<file path="config.mk">
export PLATFORM = sky130hd
export DESIGN_NAME = twt_ctrl
export DESIGN_NICKNAME = d
export VERILOG_FILES = /design/src/rtl/twt_pkg.sv /design/src/rtl/twt_ctrl.sv
export SDC_FILE = /design/constraint.sdc
export NUM_CORES = 1
export LEC_CHECK = 0
export ABC_CLOCK_PERIOD_IN_PS = 1800
export BUFFER_PORTS_ARGS = -buffer_cell sky130_fd_sc_hd__buf_4
export CAP_MARGIN = 10
export CORE_AREA = 8 8 45 47
export DETAILED_ROUTE_END_ITERATION = 8
export DIE_AREA = 0 0 53 55
export PLACE_DENSITY = 0.34
export SLEW_MARGIN = 25
export SYNTH_ARGS = -nofsm -noshare
export SYNTH_HDL_FRONTEND = slang
export SYNTH_SLANG_ARGS = --single-unit
</file>
<file path="constraint.sdc">
create_clock -name i_clk -period 1.8 [get_ports i_clk]
set_input_delay 0.36 -clock i_clk [delete_from_list [all_inputs] [get_ports i_clk]]
set_output_delay 0.36 -clock i_clk [all_outputs]
set_load 0.005 [all_outputs]
</file>
<file path="src/rtl/twt_pkg.sv">
// twt_pkg: shared constants, controller states and control structs
// for the trapped water block; no dependencies
`default_nettype none

package twt_pkg;

    localparam int TWT_HEIGHT_W        = 16;    // width of the height field
    localparam int TWT_TOTAL_W         = 26;    // width of the water total
    localparam int TWT_MAX_BARS_DEF    = 1024;
    localparam int TWT_HEIGHT_BITS_DEF = 16;

    localparam logic [TWT_TOTAL_W-1:0] TWT_TOTAL_MAX = {TWT_TOTAL_W{1'b1}};

    typedef enum logic [1:0] {
        S_LOAD,     // taking bars
        S_START,    // arm the backward walk
        S_WALK,     // backward walk over the store
        S_DONE      // hand the total to the output register
    } t_twt_state;

    // controller to datapath
    typedef struct packed {
        logic load;         // store one bar
        logic walk_start;   // set read pointer to the bar count
        logic walk_step;    // issue one read while entries remain
        logic emit;         // load result register and clear the set
    } t_twt_cmd;

    // datapath to controller
    typedef struct packed {
        logic walk_done;    // no read left and nothing in flight
        logic out_full;     // result register cannot take a new result
    } t_twt_stat;

endpackage

`default_nettype wire

</file>
<file path="src/rtl/twt_ctrl.sv">
// twt_ctrl: sequencer for load, backward walk and result hand-off
// depends on twt_pkg
`default_nettype none

module twt_ctrl
    import twt_pkg::*;
(
    input  wire logic      i_clk,
    input  wire logic      i_rst_n,
    input  wire logic      i_bar_valid,
    input  wire logic      i_bar_last,
    input  wire t_twt_stat i_stat,
    output logic           o_bar_ready,
    output t_twt_cmd       o_cmd
);

    t_twt_state r_state;
    t_twt_state n_state;

    always_ff @(posedge i_clk) begin
        if (!i_rst_n) begin
            r_state <= S_LOAD;
        end else begin
            r_state <= n_state;
        end
    end

    always_comb begin
        n_state     = r_state;
        o_bar_ready = 1'b0;
        o_cmd       = '0;
        unique case (r_state)
            S_LOAD: begin
                o_bar_ready = 1'b1;
                if (i_bar_valid) begin
                    o_cmd.load = 1'b1;
                    if (i_bar_last) begin
                        n_state = S_START;
                    end
                end
            end
            S_START: begin
                o_cmd.walk_start = 1'b1;
                n_state          = S_WALK;
            end
            S_WALK: begin
                o_cmd.walk_step = 1'b1;
                if (i_stat.walk_done) begin
                    n_state = S_DONE;
                end
            end
            S_DONE: begin
                if (!i_stat.out_full) begin
                    o_cmd.emit = 1'b1;
                    n_state    = S_LOAD;
                end
            end
            default: begin
                n_state = S_LOAD;
            end
        endcase
    end

endmodule

`default_nettype wire

</file>
==> impl_metrics.py <==
metrics = {
    "clock_tree": {
        "hold_buffers": 0,
        "numClockSinks": 2,
        "cts_buffers": 3,
        "htreeDepth": 1,
        "cts_tree": "done",
        "cts_root_buf": "clkbuf_4",
        "cts_buffer_depth": 2,
        "cts.clk_slew.worst_paths_ps": 30,
        "postCtsSetupBuffers": 0,
        "clk-insertion-delay-late_ps": 220,
        "cts_resized": 0,
    },
    "grt": {
        "grt_max_degree": 5,
        "grt_use_met3_pct": 3.48,
        "met1_usage_pct": 3.48,
        "grt_overflow_total": 0,
        "grtUsageMet2_pct": 4.69,
        "antenna_found_initial": 0,
        "grt_pass1_vias": 172,
        "grt.busiest_layer": "met2",
        "grt.total_usage_pct": 3.60,
        "grt_pass1_wl_um": 759,
    },
    "cells_and_area": {
        "fin_nets": 43,
        "largest_reg_flops": 2,
        "top_regs": "r_state: 2 flops",
        "fin_cells": 47,
        "final_common_cell": "buf_4",
        "fin_util_pct": 20.6,
        "syn_to_final_growth_pct": 70.1,
        "antenna_cells": 0,
        "final_cell_mix": "buf_4, ha_1, inv_1, nand2_1, clkbuf_4",
        "drive_gt1_share_pct": 48.4,
        "fillCellCount": 159,
        "postLayoutCellArea_sq_um": 285,
        "top_register": "r_state",
    },
    "logic_synthesis": {
        "ys_seq_area_share_pct": 23.9,
        "synth_largest_area_cell": "ha_1",
        "synth-warning-count": 0,
        "synth.avg_cell_area_sq_um": 9.31,
        "syn_nets": 28,
        "syn_area_sq_um": 168,
        "syn-instance-count": 18,
        "yosys.area.top_type_share_pct": 29.9,
        "synth.distinct_cells": 10,
        "ys_ff_latch": 2,
        "synthTopCellsByArea": "ha_1, dfxtp_1, inv_1",
    },
    "placed_design": {
        "finalWeightedCongestion": 0.678,
        "port_buffers": 10,
        "place_inst": 44,
        "dpl_cell_area_sq_um": 263,
    },
    "die": {
        "rows": 14,
        "core-area_sq_um": 1380,
        "die_w_um": 53,
        "dieArea_sq_um": 2920,
        "die_y_um": 55,
        "start_util_pct": 12.1,
        "io_pins": 11,
    },
    "timing": {
        "hold_ws_ps": 402,
        "setup_tns_ps": 0,
        "finalCritPeriodShare_pct": 85.5,
        "setup_viol": 0,
        "grt_setup_unrepaired": "no",
        "drv_slew": 0,
        "hold_viol": 0,
        "period_needed_ps": 1540,
        "slew_headroom_pct": 69.6,
        "max_freq_mhz": 650,
        "fin_skew_ps": 4.04,
        "worst_pin_slew_ps": 456,
    },
    "critical_path": {
        "path_buf_inv": 2,
        "crit_slowest_cell": "dfxtp_1",
        "r2r_end": "r_state[1]",
        "critPathMaxFanout": 4,
        "path_cells": "inv_1 > ha_1 > and2_1 > buf_4",
        "path_class": "flip-flop to primary output",
        "rr_worst_depth": 4,
        "cp_top_family": "flip-flops",
        "start_kind": "flip-flop",
        "required_ps": 1440,
        "r2r-start": "r_state[0]",
        "max_stage_delay_ps": 370,
        "rrSetupSlack_ps": 360,
        "worstPathArrival_ps": 1180,
        "critPathCaptureType": "primary output",
        "cp-startpoint": "r_state[0]",
    },
    "routing": {
        "first_pass_iters": 4,
        "vias": 172,
        "drt-initial-drc-count": 4,
        "totalWireLength_um": 478,
        "drc": 0,
        "via_per_inst": 3.66,
        "ant_nets": 0,
        "drt-wirelength-per-cell_um": 10.2,
    },
    "status": {
        "run_status": "finished, final reports clean",
    },
    "job": {
        "maxCapViolations": 0,
    },
    "worst_hold_path": {
        "hp-start": "i_rst_n",
        "hp-class": "input pin to flip-flop",
        "hold_path_end": "r_state[0]",
        "hold_depth": 2,
    },
    "power_and_ir_drop": {
        "power.leakage_nw": 0.157,
        "p_per_area_nw_per_um2": 1340,
        "vdd_drop_max_mv": 0.594,
    },
}
## per-stage QoR
stage                     power (mW)  setup WS, ps
after floorplan                0.192           487
after global placement         0.283           396
after detailed placement       0.288           347
after CTS                      0.389           243
after global routing           0.423           176
final                          0.381           262
## power breakdown
group | total [mW] | switching, mW | internal [mW]
logic | 0.204 | 0.0871 | 0.117
registers | 0.0806 | 0.0184 | 0.0622
clock network | 0.0968 | 0.0234 | 0.0734
total | 0.381 | 0.129 | 0.252
## routing by layer
metal / part of all wire, % / wire (um)
met5: 0 / 0
met4: 0 / 0
met3: 17 / 80
met2: 31 / 149
met1: 52 / 247
## cells in the mapped netlist (all sizes together)
cell type,n
o211a,1
ha,4
mux2i,1
nand2,3
a222oi,1
a211o,1
and2b,1
and2,1
inv,3
dfxtp,2
## cells by family after synthesis
family | synth area share, %
DFF | 23.9
and+or+nand+nor | 15.7
AOI/OAI and AO/OA | 17.9
adders and majority gates | 29.9
muxes | 5.97
buffers and inverters | 6.72
## worst max path at each step
stage	depth (start not counted)	endpoint	slack, ps
floorplan	4	r_state[1]	490
global placement	4	r_state[1]	400
global route	4	o_cmd[3]	180
finish	4	o_cmd[3]	260
CTS	4	o_cmd[3]	240
detailed placement	4	r_state[1]	350
## cell type report
cell class | instances | area [sq um] | share of cell area, %
Clock buffer | 3 | 22.5 | 7.89
Inverter | 3 | 11.3 | 3.95
Multi-Input combinational cell | 13 | 116 | 40.8
Sequential cell | 2 | 40.0 | 14.0
Tap cell | 16 | 20.0 | 7.02
Timing Repair Buffer | 10 | 75.1 | 26.3
Power figures use the tool's default switching activity.
